**src/hw/rtl/lru_page_buffer_pool_defines.svh**
```systemverilog
// Assertion macros for the page buffer pool RTL.
`ifndef LRU_PAGE_BUFFER_POOL_DEFINES_SVH
`define LRU_PAGE_BUFFER_POOL_DEFINES_SVH

// Same-cycle implication, disabled while in reset.
`define LPBP_ASSERT_NOW(label, clk, rst_n, ante, cons, msg) \
    label: assert property (@(posedge clk) disable iff (!rst_n) (ante) |-> (cons)) \
        else $error(msg);

// Next-cycle implication, disabled while in reset.
`define LPBP_ASSERT_NEXT(label, clk, rst_n, ante, cons, msg) \
    label: assert property (@(posedge clk) disable iff (!rst_n) (ante) |=> (cons)) \
        else $error(msg);

`endif

```
**src/hw/rtl/lpbp_pkg.sv**
```systemverilog
// Shared codes and control structs for the page buffer pool.
package lpbp_pkg;

    localparam logic [1:0] OP_FETCH = 2'd0;
    localparam logic [1:0] OP_UNPIN = 2'd1;
    localparam logic [1:0] OP_FLUSH = 2'd2;

    localparam logic [2:0] ST_HIT         = 3'd0;
    localparam logic [2:0] ST_LOAD_FREE   = 3'd1;
    localparam logic [2:0] ST_LOAD_EVICT  = 3'd2;
    localparam logic [2:0] ST_ALL_PINNED  = 3'd3;
    localparam logic [2:0] ST_UNPINNED    = 3'd4;
    localparam logic [2:0] ST_ABSENT      = 3'd5;
    localparam logic [2:0] ST_FLUSH_WRITE = 3'd6;
    localparam logic [2:0] ST_NO_DIRTY    = 3'd7;

    typedef struct packed {
        logic load;        // input beat taken
        logic scan_step;   // examine frame at idx
        logic apply;       // commit fetch/unpin and load result
        logic flush_emit;  // write out frame at idx, clear its dirty mark
        logic flush_none;  // emit the nothing-dirty result
    } lpbp_cmd_t;

    typedef struct packed {
        logic out_free;
        logic dirty_here;
        logic dirty_after;
    } lpbp_stat_t;

endpackage

```
**src/hw/rtl/lpbp_ctrl.sv**
```systemverilog
// Sequencer for scan, commit and flush walks of the page buffer pool.
module lpbp_ctrl #(
    parameter int FRAMES = 16,
    parameter int IDX_W  = 4
) (
    input  logic                 clk,
    input  logic                 rst_n,
    input  logic                 in_valid,
    output logic                 in_ready,
    input  logic [1:0]           opcode,
    input  lpbp_pkg::lpbp_stat_t stat,
    output lpbp_pkg::lpbp_cmd_t  cmd,
    output logic [IDX_W-1:0]     idx
);
    import lpbp_pkg::*;

    typedef enum logic [2:0] {
        S_IDLE,
        S_SCAN,
        S_APPLY,
        S_FLUSH,
        S_FLUSH_NONE
    } state_t;

    localparam logic [IDX_W-1:0] LAST_IDX = IDX_W'(FRAMES - 1);

    state_t           state_reg;
    logic [IDX_W-1:0] idx_reg;
    logic             saw_reg;

    assign in_ready = (state_reg == S_IDLE);
    assign idx      = idx_reg;

    always_comb
    begin
        cmd            = '0;
        cmd.load       = in_valid && in_ready;
        cmd.scan_step  = (state_reg == S_SCAN);
        cmd.apply      = (state_reg == S_APPLY) && stat.out_free;
        cmd.flush_emit = (state_reg == S_FLUSH) && stat.dirty_here && stat.out_free;
        cmd.flush_none = (state_reg == S_FLUSH_NONE) && stat.out_free;
    end

    always_ff @(posedge clk or negedge rst_n)
    begin
        if (!rst_n)
        begin
            state_reg <= S_IDLE;
            idx_reg   <= '0;
            saw_reg   <= 1'b0;
        end
        else
        begin
            case (state_reg)
                S_IDLE:
                begin
                    if (cmd.load)
                    begin
                        idx_reg <= '0;
                        saw_reg <= 1'b0;
                        if (opcode == OP_FETCH || opcode == OP_UNPIN)
                            state_reg <= S_SCAN;
                        else if (opcode == OP_FLUSH)
                            state_reg <= S_FLUSH;
                    end
                end
                S_SCAN:
                begin
                    if (idx_reg == LAST_IDX)
                        state_reg <= S_APPLY;
                    else
                        idx_reg <= idx_reg + 1'b1;
                end
                S_APPLY:
                begin
                    if (cmd.apply)
                        state_reg <= S_IDLE;
                end
                S_FLUSH:
                begin
                    // hold on a dirty frame until the output register frees up
                    if (!stat.dirty_here || stat.out_free)
                    begin
                        if (stat.dirty_here)
                            saw_reg <= 1'b1;
                        if (idx_reg == LAST_IDX)
                            state_reg <= (saw_reg || stat.dirty_here) ? S_IDLE : S_FLUSH_NONE;
                        else
                            idx_reg <= idx_reg + 1'b1;
                    end
                end
                S_FLUSH_NONE:
                begin
                    if (cmd.flush_none)
                        state_reg <= S_IDLE;
                end
                default:
                begin
                    state_reg <= S_IDLE;
                end
            endcase
        end
    end

endmodule

```
**src/hw/rtl/lpbp_datapath.sv**
```systemverilog
// Frame table, scan trackers and result register of the page buffer pool.
`include "lru_page_buffer_pool_defines.svh"

module lpbp_datapath #(
    parameter int FRAMES       = 16,
    parameter int PAGE_ID_BITS = 31,
    parameter int PIN_BITS     = 16,
    parameter int IDX_W        = 4,
    parameter int CNT_W        = 5
) (
    input  logic                    clk,
    input  logic                    rst_n,
    input  logic                    cfg_wr_en,
    input  logic [CNT_W-1:0]        cfg_wr_data,
    input  logic [1:0]              opcode,
    input  logic [PAGE_ID_BITS-1:0] page_id,
    input  logic                    mark_dirty,
    input  lpbp_pkg::lpbp_cmd_t     cmd,
    input  logic [IDX_W-1:0]        idx,
    output lpbp_pkg::lpbp_stat_t    stat,
    output logic                    out_valid,
    input  logic                    out_ready,
    output logic [2:0]              status,
    output logic [IDX_W-1:0]        frame,
    output logic                    read_needed,
    output logic                    write_needed,
    output logic [PAGE_ID_BITS-1:0] write_page,
    output logic [PIN_BITS-1:0]     pins_now,
    output logic                    last
);
    import lpbp_pkg::*;

    localparam logic [CNT_W-1:0]    FRAMES_C = CNT_W'(FRAMES);
    localparam logic [PIN_BITS-1:0] PIN_ONE  = PIN_BITS'(1);

    // frame table: one row of cells per frame
    logic                    valid_reg [FRAMES];
    logic [PAGE_ID_BITS-1:0] page_reg  [FRAMES];
    logic [PIN_BITS-1:0]     pins_reg  [FRAMES];
    logic                    dirty_reg [FRAMES];
    logic [IDX_W-1:0]        rec_reg   [FRAMES];
    logic                    valid_next [FRAMES];
    logic [PIN_BITS-1:0]     pins_next  [FRAMES];
    logic                    dirty_next [FRAMES];
    logic [IDX_W-1:0]        rec_next   [FRAMES];
    logic                    load_lane  [FRAMES];
    logic [CNT_W-1:0]        resident_reg, resident_next;
    logic [CNT_W-1:0]        fiu_reg;

    // latched item
    logic [1:0]              op_reg;
    logic [PAGE_ID_BITS-1:0] want_reg;
    logic                    md_reg;

    // scan trackers
    logic                    hit_reg, free_reg, vic_reg;
    logic [IDX_W-1:0]        hit_idx_reg, free_idx_reg, vic_idx_reg;
    logic [IDX_W-1:0]        hit_rec_reg, vic_rec_reg;
    logic [PIN_BITS-1:0]     hit_pins_reg;
    logic                    vic_dirty_reg;
    logic [PAGE_ID_BITS-1:0] vic_page_reg;

    // result register
    logic                    out_valid_reg;
    logic [2:0]              status_reg, r_status;
    logic [IDX_W-1:0]        frame_reg, r_frame;
    logic                    read_reg, r_read;
    logic                    write_reg, r_write;
    logic [PAGE_ID_BITS-1:0] wpage_reg, r_wpage;
    logic [PIN_BITS-1:0]     pins_out_reg, r_pins;
    logic                    last_reg, r_last;

    logic [CNT_W-1:0]    eff_frames;
    logic                full, do_evict, do_free;
    logic [PIN_BITS-1:0] hit_inc, hit_dec;
    logic [FRAMES-1:0]   vd_vec, above_vec;
    logic                load_out;

    assign out_valid    = out_valid_reg;
    assign status       = status_reg;
    assign frame        = frame_reg;
    assign read_needed  = read_reg;
    assign write_needed = write_reg;
    assign write_page   = wpage_reg;
    assign pins_now     = pins_out_reg;
    assign last         = last_reg;

    always_comb
    begin
        if (fiu_reg == '0)
            eff_frames = CNT_W'(1);
        else if (fiu_reg > FRAMES_C)
            eff_frames = FRAMES_C;
        else
            eff_frames = fiu_reg;
    end

    assign full     = (resident_reg >= eff_frames);
    assign do_evict = full && vic_reg;
    assign do_free  = !full && free_reg;
    assign hit_inc  = (hit_pins_reg == '1) ? hit_pins_reg : hit_pins_reg + PIN_ONE;
    assign hit_dec  = (hit_pins_reg == '0) ? hit_pins_reg : hit_pins_reg - PIN_ONE;

    always_comb
    begin
        for (int j = 0; j < FRAMES; j++)
        begin
            vd_vec[j]    = valid_reg[j] && dirty_reg[j];
            above_vec[j] = (IDX_W'(j) > idx);
        end
    end

    assign stat.out_free    = !out_valid_reg || out_ready;
    assign stat.dirty_here  = vd_vec[idx];
    assign stat.dirty_after = |(vd_vec & above_vec);

    // result of a fetch or unpin commit, a flush write or the nothing-dirty beat
    always_comb
    begin
        r_status = ST_ALL_PINNED;
        r_frame  = '0;
        r_read   = 1'b0;
        r_write  = 1'b0;
        r_wpage  = '0;
        r_pins   = '0;
        r_last   = 1'b1;
        if (cmd.flush_emit)
        begin
            r_status = ST_FLUSH_WRITE;
            r_frame  = idx;
            r_write  = 1'b1;
            r_wpage  = page_reg[idx];
            r_pins   = pins_reg[idx];
            r_last   = !stat.dirty_after;
        end
        else if (cmd.flush_none)
        begin
            r_status = ST_NO_DIRTY;
        end
        else if (op_reg == OP_FETCH)
        begin
            if (hit_reg)
            begin
                r_status = ST_HIT;
                r_frame  = hit_idx_reg;
                r_pins   = hit_inc;
            end
            else if (do_evict)
            begin
                r_status = ST_LOAD_EVICT;
                r_frame  = vic_idx_reg;
                r_read   = 1'b1;
                r_write  = vic_dirty_reg;
                r_wpage  = vic_dirty_reg ? vic_page_reg : '0;
                r_pins   = PIN_ONE;
            end
            else if (do_free)
            begin
                r_status = ST_LOAD_FREE;
                r_frame  = free_idx_reg;
                r_read   = 1'b1;
                r_pins   = PIN_ONE;
            end
        end
        else
        begin
            if (hit_reg)
            begin
                r_status = ST_UNPINNED;
                r_frame  = hit_idx_reg;
                r_pins   = hit_dec;
            end
            else
            begin
                r_status = ST_ABSENT;
            end
        end
    end

    assign load_out = cmd.apply || cmd.flush_emit || cmd.flush_none;

    // per-frame next state
    always_comb
    begin
        resident_next = resident_reg;
        if (cmd.apply && op_reg == OP_FETCH && !hit_reg && do_free)
            resident_next = resident_reg + 1'b1;
        for (int j = 0; j < FRAMES; j++)
        begin
            valid_next[j] = valid_reg[j];
            pins_next[j]  = pins_reg[j];
            dirty_next[j] = dirty_reg[j];
            rec_next[j]   = rec_reg[j];
            load_lane[j]  = 1'b0;
            if (cmd.apply && op_reg == OP_FETCH)
            begin
                if (hit_reg)
                begin
                    if (IDX_W'(j) == hit_idx_reg)
                    begin
                        rec_next[j]  = '0;
                        pins_next[j] = hit_inc;
                    end
                    else if (valid_reg[j] && rec_reg[j] < hit_rec_reg)
                        rec_next[j] = rec_reg[j] + 1'b1;
                end
                else if (do_evict)
                begin
                    // frames more recent than the victim age by one; the victim reloads at rank zero
                    if (IDX_W'(j) == vic_idx_reg)
                        load_lane[j] = 1'b1;
                    else if (valid_reg[j] && rec_reg[j] < vic_rec_reg)
                        rec_next[j] = rec_reg[j] + 1'b1;
                end
                else if (do_free)
                begin
                    if (IDX_W'(j) == free_idx_reg)
                        load_lane[j] = 1'b1;
                    else if (valid_reg[j])
                        rec_next[j] = rec_reg[j] + 1'b1;
                end
            end
            else if (cmd.apply && op_reg == OP_UNPIN)
            begin
                if (hit_reg && IDX_W'(j) == hit_idx_reg)
                begin
                    dirty_next[j] = dirty_reg[j] | md_reg;
                    pins_next[j]  = hit_dec;
                end
            end
            if (cmd.flush_emit && IDX_W'(j) == idx)
                dirty_next[j] = 1'b0;
            if (load_lane[j])
            begin
                valid_next[j] = 1'b1;
                pins_next[j]  = PIN_ONE;
                dirty_next[j] = 1'b0;
                rec_next[j]   = '0;
            end
        end
    end

    always_ff @(posedge clk or negedge rst_n)
    begin
        if (!rst_n)
        begin
            for (int j = 0; j < FRAMES; j++)
            begin
                valid_reg[j] <= 1'b0;
                pins_reg[j]  <= '0;
                dirty_reg[j] <= 1'b0;
                rec_reg[j]   <= '0;
            end
            resident_reg  <= '0;
            fiu_reg       <= FRAMES_C;
            out_valid_reg <= 1'b0;
            hit_reg       <= 1'b0;
            free_reg      <= 1'b0;
            vic_reg       <= 1'b0;
        end
        else
        begin
            for (int j = 0; j < FRAMES; j++)
            begin
                valid_reg[j] <= valid_next[j];
                pins_reg[j]  <= pins_next[j];
                dirty_reg[j] <= dirty_next[j];
                rec_reg[j]   <= rec_next[j];
            end
            resident_reg <= resident_next;
            if (cfg_wr_en)
                fiu_reg <= cfg_wr_data;
            if (load_out)
                out_valid_reg <= 1'b1;
            else if (out_ready)
                out_valid_reg <= 1'b0;
            if (cmd.load)
            begin
                hit_reg  <= 1'b0;
                free_reg <= 1'b0;
                vic_reg  <= 1'b0;
            end
            else if (cmd.scan_step)
            begin
                if (valid_reg[idx] && page_reg[idx] == want_reg && !hit_reg)
                    hit_reg <= 1'b1;
                if (!valid_reg[idx] && !free_reg)
                    free_reg <= 1'b1;
                if (valid_reg[idx] && pins_reg[idx] == '0
                    && (!vic_reg || rec_reg[idx] > vic_rec_reg))
                    vic_reg <= 1'b1;
            end
        end
    end

    // payload registers, no reset
    always_ff @(posedge clk)
    begin
        for (int j = 0; j < FRAMES; j++)
        begin
            if (load_lane[j])
                page_reg[j] <= want_reg;
        end
        if (cmd.load)
        begin
            op_reg   <= opcode;
            want_reg <= page_id;
            md_reg   <= mark_dirty;
        end
        if (cmd.scan_step)
        begin
            if (valid_reg[idx] && page_reg[idx] == want_reg && !hit_reg)
            begin
                hit_idx_reg  <= idx;
                hit_rec_reg  <= rec_reg[idx];
                hit_pins_reg <= pins_reg[idx];
            end
            if (!valid_reg[idx] && !free_reg)
                free_idx_reg <= idx;
            if (valid_reg[idx] && pins_reg[idx] == '0
                && (!vic_reg || rec_reg[idx] > vic_rec_reg))
            begin
                vic_idx_reg   <= idx;
                vic_rec_reg   <= rec_reg[idx];
                vic_dirty_reg <= dirty_reg[idx];
                vic_page_reg  <= page_reg[idx];
            end
        end
        if (load_out)
        begin
            status_reg   <= r_status;
            frame_reg    <= r_frame;
            read_reg     <= r_read;
            write_reg    <= r_write;
            wpage_reg    <= r_wpage;
            pins_out_reg <= r_pins;
            last_reg     <= r_last;
        end
    end

    logic [FRAMES-1:0] valid_vec;
    always_comb
    begin
        for (int j = 0; j < FRAMES; j++)
            valid_vec[j] = valid_reg[j];
    end

    `LPBP_ASSERT_NOW(a_res_matches_valid, clk, rst_n, 1'b1,
        $countones(valid_vec) == int'(resident_reg), "resident count out of step with valid frames")
    `LPBP_ASSERT_NOW(a_load_needs_room, clk, rst_n, load_out,
        !out_valid_reg || out_ready, "result loaded over an untaken beat")
    `LPBP_ASSERT_NOW(a_emit_is_dirty, clk, rst_n, cmd.flush_emit,
        vd_vec[idx], "flush write for a clean frame")
    `LPBP_ASSERT_NEXT(a_emit_clears, clk, rst_n, cmd.flush_emit,
        !dirty_reg[$past(idx)], "dirty mark kept after flush write")

endmodule

```
**src/hw/rtl/lru_page_buffer_pool.sv**
```systemverilog
// Top level of the LRU page buffer pool: frame table with pin counts and dirty marks.
//
// Input channel (in_valid/in_ready) takes one beat of opcode, page_id, mark_dirty.
// Fetch and unpin scan the frame table one frame per cycle, then commit and load
// the result register, one result beat each. A flush walks the frames one per
// cycle and emits one beat per dirty frame in frame order, or one nothing-dirty
// beat, with last set on the final beat. Opcode 3 is dropped with no result.
// in_ready is high only between items, so a new item waits until the last one
// has committed. The output register lets a new item be taken and scanned
// while the previous result still waits for out_ready.
// When the receiver stalls, the commit, or the flush walk at a dirty frame, holds
// until the result register frees; state is not touched until then.
// cfg_wr_en/cfg_wr_data write frames_in_use (0 acts as 1, above FRAMES as
// FRAMES); write it only while the block is idle.
// Reset (rst_n low) empties all frames and sets frames_in_use to FRAMES.
module lru_page_buffer_pool #(
    parameter int FRAMES       = 16,
    parameter int PAGE_ID_BITS = 31,
    parameter int PIN_BITS     = 16,
    parameter int IDX_W        = (FRAMES > 1) ? $clog2(FRAMES) : 1,
    parameter int CNT_W        = $clog2(FRAMES + 1)
) (
    input  logic                    clk,
    input  logic                    rst_n,
    input  logic                    cfg_wr_en,
    input  logic [CNT_W-1:0]        cfg_wr_data,
    input  logic                    in_valid,
    output logic                    in_ready,
    input  logic [1:0]              opcode,
    input  logic [PAGE_ID_BITS-1:0] page_id,
    input  logic                    mark_dirty,
    output logic                    out_valid,
    input  logic                    out_ready,
    output logic [2:0]              status,
    output logic [IDX_W-1:0]        frame,
    output logic                    read_needed,
    output logic                    write_needed,
    output logic [PAGE_ID_BITS-1:0] write_page,
    output logic [PIN_BITS-1:0]     pins_now,
    output logic                    last
);
    import lpbp_pkg::*;

    lpbp_cmd_t        cmd;
    lpbp_stat_t       stat;
    logic [IDX_W-1:0] idx;

    lpbp_ctrl #(
        .FRAMES (FRAMES),
        .IDX_W  (IDX_W)
    ) u_ctrl (
        .clk      (clk),
        .rst_n    (rst_n),
        .in_valid (in_valid),
        .in_ready (in_ready),
        .opcode   (opcode),
        .stat     (stat),
        .cmd      (cmd),
        .idx      (idx)
    );

    lpbp_datapath #(
        .FRAMES       (FRAMES),
        .PAGE_ID_BITS (PAGE_ID_BITS),
        .PIN_BITS     (PIN_BITS),
        .IDX_W        (IDX_W),
        .CNT_W        (CNT_W)
    ) u_datapath (
        .clk          (clk),
        .rst_n        (rst_n),
        .cfg_wr_en    (cfg_wr_en),
        .cfg_wr_data  (cfg_wr_data),
        .opcode       (opcode),
        .page_id      (page_id),
        .mark_dirty   (mark_dirty),
        .cmd          (cmd),
        .idx          (idx),
        .stat         (stat),
        .out_valid    (out_valid),
        .out_ready    (out_ready),
        .status       (status),
        .frame        (frame),
        .read_needed  (read_needed),
        .write_needed (write_needed),
        .write_page   (write_page),
        .pins_now     (pins_now),
        .last         (last)
    );

endmodule
```
**config.mk**
```make
export PLATFORM = sky130hd
export DESIGN_NAME = lru_page_buffer_pool
export DESIGN_NICKNAME = d
export VERILOG_FILES = /design/src/hw/rtl/lpbp_pkg.sv /design/src/hw/rtl/lpbp_ctrl.sv /design/src/hw/rtl/lpbp_datapath.sv /design/src/hw/rtl/lru_page_buffer_pool.sv
export VERILOG_INCLUDE_DIRS = /design/src /design/src/hw/rtl
export SDC_FILE = /design/constraint.sdc
export NUM_CORES = 2
export LEC_CHECK = 0
export BUFFER_PORTS_ARGS = -buffer_cell sky130_fd_sc_hd__buf_2
export CORE_AREA = 5 5 296 298
export DETAILED_ROUTE_END_ITERATION = 16
export DIE_AREA = 0 0 301 303
export HOLD_SLACK_MARGIN = 0.12
export MAX_ROUTING_LAYER = met4
export PLACE_DENSITY_LB_ADDON = 0.2
export SYNTH_ARGS = -nofsm -noshare
export SYNTH_HDL_FRONTEND = slang
export SYNTH_HIERARCHICAL = 1
export SYNTH_SLANG_ARGS = --single-unit
```
**constraint.sdc**
```tcl
create_clock -name clk -period 6.5 [get_ports clk]
set_input_delay 1.3 -clock clk [delete_from_list [all_inputs] [get_ports clk]]
set_output_delay 1.3 -clock clk [all_outputs]
set_load 0.02 [all_outputs]
```
==> impl_metrics.tcl <==
set metrics [dict create \
    setup_tns_ps 0 \
    peakVddDrop_uv 355 \
    pin_count 103 \
    critPathTopFamily "buffers and inverters" \
    grt_max_degree 188 \
    critPathSlowestCell "dfrtp_4" \
    maxCapViolCount 0 \
    post_cts_resized 0 \
    initial_core_util 0.565 \
    crit_required_ps 6780 \
    port_buffers 102 \
    hold_violations 0 \
    finalCritPeriodShare 0.805 \
    max_freq_ghz 0.191 \
    cts_buffer_depth 3 \
    holdPathEnd "u_datapath/pins_reg[87]" \
    core-area_mm2 0.0846 \
    timing.rr.start "u_ctrl/idx[0]" \
    gp_congestion 0.972 \
    first_iter_violations 4270 \
    drc 0 \
    postCtsSetupBuffers 0 \
    grt_overflow 0 \
    final_nets 3778 \
    synth-seq-cells 1029 \
    cts_max_level 3 \
    syn_inst 3526 \
    cp.arrival_ps 5510 \
    ys_types 99 \
    wl_um 147000 \
    area_growth_syn_to_layout_pct 11.0 \
    wl_per_cell_um 30.4 \
    syn-num-nets 3696 \
    min_path_cells 2 \
    p_leak_uw 0.0203 \
    grt_pass1_wl_um 217000 \
    worstSetupPathType "flip-flop to flip-flop" \
    place_area_mm2 0.0497 \
    cts_tree "built" \
    cp_max_fo 42 \
    clock_latency_ps 700 \
    dp_hpwl_um 94000 \
    ctsRootBufferMaster "clkbuf_16" \
    chipWidth_um 301 \
    crit_top_cell "buf_4" \
    finalCriticalPeriod_ps 5230 \
    hold_buffers 0 \
    numCtsBuffers 105 \
    status "finished clean" \
    synthArstFlopShare 0.363 \
    grt_setup_unrepaired "false" \
    dieArea_mm2 0.0912 \
    design_area_mm2 0.0531 \
    slowest_delay_ps 940 \
    grt_pass1_vias 33200 \
    synthFlopType "edfxtp_1" \
    clock-sinks 1029 \
    reg2reg_to "u_datapath/hit_rec_reg[0]" \
    post-route-util 0.627 \
    drt_pass1_iterations 9 \
    worst-r2r-cell-count 9 \
    worstSetupEndpointType "flip-flop" \
    die_h_um 303 \
    largest_reg_flops 496 \
    syn_area_mm2 0.0478 \
    crit_buf_inv 2 \
    synth_warnings 6 \
    via_count 33400 \
    synth_area_per_cell_um2 13.6 \
    cp-start-kind "flip-flop" \
    row_count 107 \
    antenna_found_initial 3 \
    seq_area_frac_synth 0.608 \
    hp-class "flip-flop to flip-flop" \
    worstMarginPinSlew_ps 1420 \
    synth_edf_count 655 \
    hold_start "u_datapath/pins_reg[87]" \
    power_density_mw_per_mm2 355 \
    max_slew_margin 0.0493 \
    postRouteAntennaNets 0 \
    grt_usage 0.330 \
    fin_skew_ps 64.2 \
    total_power_uw 18800 \
    drive_above_1_share 0.162 \
    crit_chain "buf_4 -> mux4_2 -> and2_1 -> a2111o_1 -> xor2_1 -> a2111oi_0 -> nand4_1 -> nor4_4 -> buf_4" \
    post_drt_via_cell_ratio 6.90 \
    setup-violations-final 0 \
    slew_viol_final 0 \
    clk_pin_slew_ps 60 \
    reg2reg_slack_ps 1270 \
]
## power by group
| group | leakage [uW] | total, uW | internal [uW] | switching [uW] |
|---|---|---|---|---|
| Clock | 0.00165 | 5880 | 3290 | 2590 |
| Combinational | 0.00803 | 4940 | 1900 | 3050 |
| Sequential | 0.0106 | 8010 | 7480 | 531 |
## cell families after synthesis
family | after synthesis | synth area share
flops | 1029 | 0.608
compound gates | 905 | 0.132
simple gates | 829 | 0.0893
mux | 299 | 0.101
buf+inv | 276 | 0.0256
fa+ha+maj | 126 | 0.0330
xor+xnor | 62 | 0.0114
## per-layer routing
metal	global-route usage	wire length, um	up-vias	share of wire
met1	0.446	58300	17100	0.40
li1	-	-	14000	-
met4	0.114	5540	0	0.038
met5	-	0	-	0
met2	0.518	69800	2023	0.47
met3	0.0539	13500	346	0.092
## metrics by stage
stage,setup slack (ps),instances,hold WS [ps]
after floorplan,10.2,3526,440
after global placement,1460,4645,452
after detailed placement,1260,4645,468
after CTS,1180,4839,481
after global routing,977,4840,509
final,1270,4841,479
## worst max-delay path by stage
| stage | end | from | depth (start not counted) |
|---|---|---|---|
| 6_report | u_datapath/hit_rec_reg[0] | u_ctrl/idx[0] | 9 |
| 5_1_grt | u_datapath/hit_rec_reg[0] | u_ctrl/idx[0] | 9 |
| 4_1_cts | u_datapath/hit_rec_reg[0] | u_ctrl/idx[0] | 9 |
| 3_5_place_dp | u_datapath/hit_pins_reg[1] | u_ctrl/idx[0] | 9 |
| 3_3_place_gp | u_datapath/vic_page_reg[28] | u_ctrl/idx[2] | 13 |
| 2_1_floorplan | u_datapath/vic_dirty_reg | u_ctrl/idx[1] | 18 |
## worst min-delay path: stages, from the launching register on
cell	delay [ps]
dfrtp_1	340
nand2_1	50
o31ai_1	50
## placed cells by master, fill, tap and decap left out, types with 22 or more instances in the layout
cell type,n
dfrtp_1,369
ha_1,126
buf_2,101
nor2_1,129
xnor2_1,29
nand2_1,235
o31ai_1,50
mux4_2,126
o22ai_1,89
nor3_1,33
edfxtp_1,655
o211ai_1,23
a31oi_1,22
clkinv_1,26
inv_1,41
o21ai_0,216
or2_2,24
nor2b_1,46
nand2b_1,65
mux2_2,43
mux2i_1,116
nand3_1,117
and3_1,29
a22o_1,133
xor2_1,33
a22oi_1,45
a21oi_1,89
a21o_1,29
clkbuf_16,105
buf_4,93
## synthesized netlist by cell type, types with 33 or more instances
cell type / n / area share
o21ai_0: 217 / 0.023
o31ai_1: 50 / 0.0079
inv_1: 44 / 0.0035
nor2b_1: 46 / 0.0060
a21oi_1: 91 / 0.0095
ha_1: 126 / 0.033
edfxtp_1: 655 / 0.41
mux2i_1: 116 / 0.024
o22ai_1: 89 / 0.012
mux4_2: 126 / 0.059
nand3_1: 117 / 0.012
nor3_1: 35 / 0.0037
a22oi_1: 45 / 0.0071
a22o_1: 133 / 0.024
dfrtp_1: 373 / 0.20
nor2_1: 135 / 0.011
buf_2: 35 / 0.0037
nand2b_1: 66 / 0.0086
mux2_2: 43 / 0.010
clkbuf_1: 157 / 0.012
nand2_1: 235 / 0.018
xor2_1: 33 / 0.0060
## final cells by class
class                           count  area [um^2]
Fill cell                        6261        31600
Tap cell                         1144         1430
Clock inverter                     61          559
Antenna cell                        2         5.00
Inverter                           50          188
Multi-Input combinational cell   2221        17700
Sequential cell                  1029        29000
Clock buffer                      133         2820
Timing Repair Buffer              201         1340
Power figures use the tool's default switching activity.
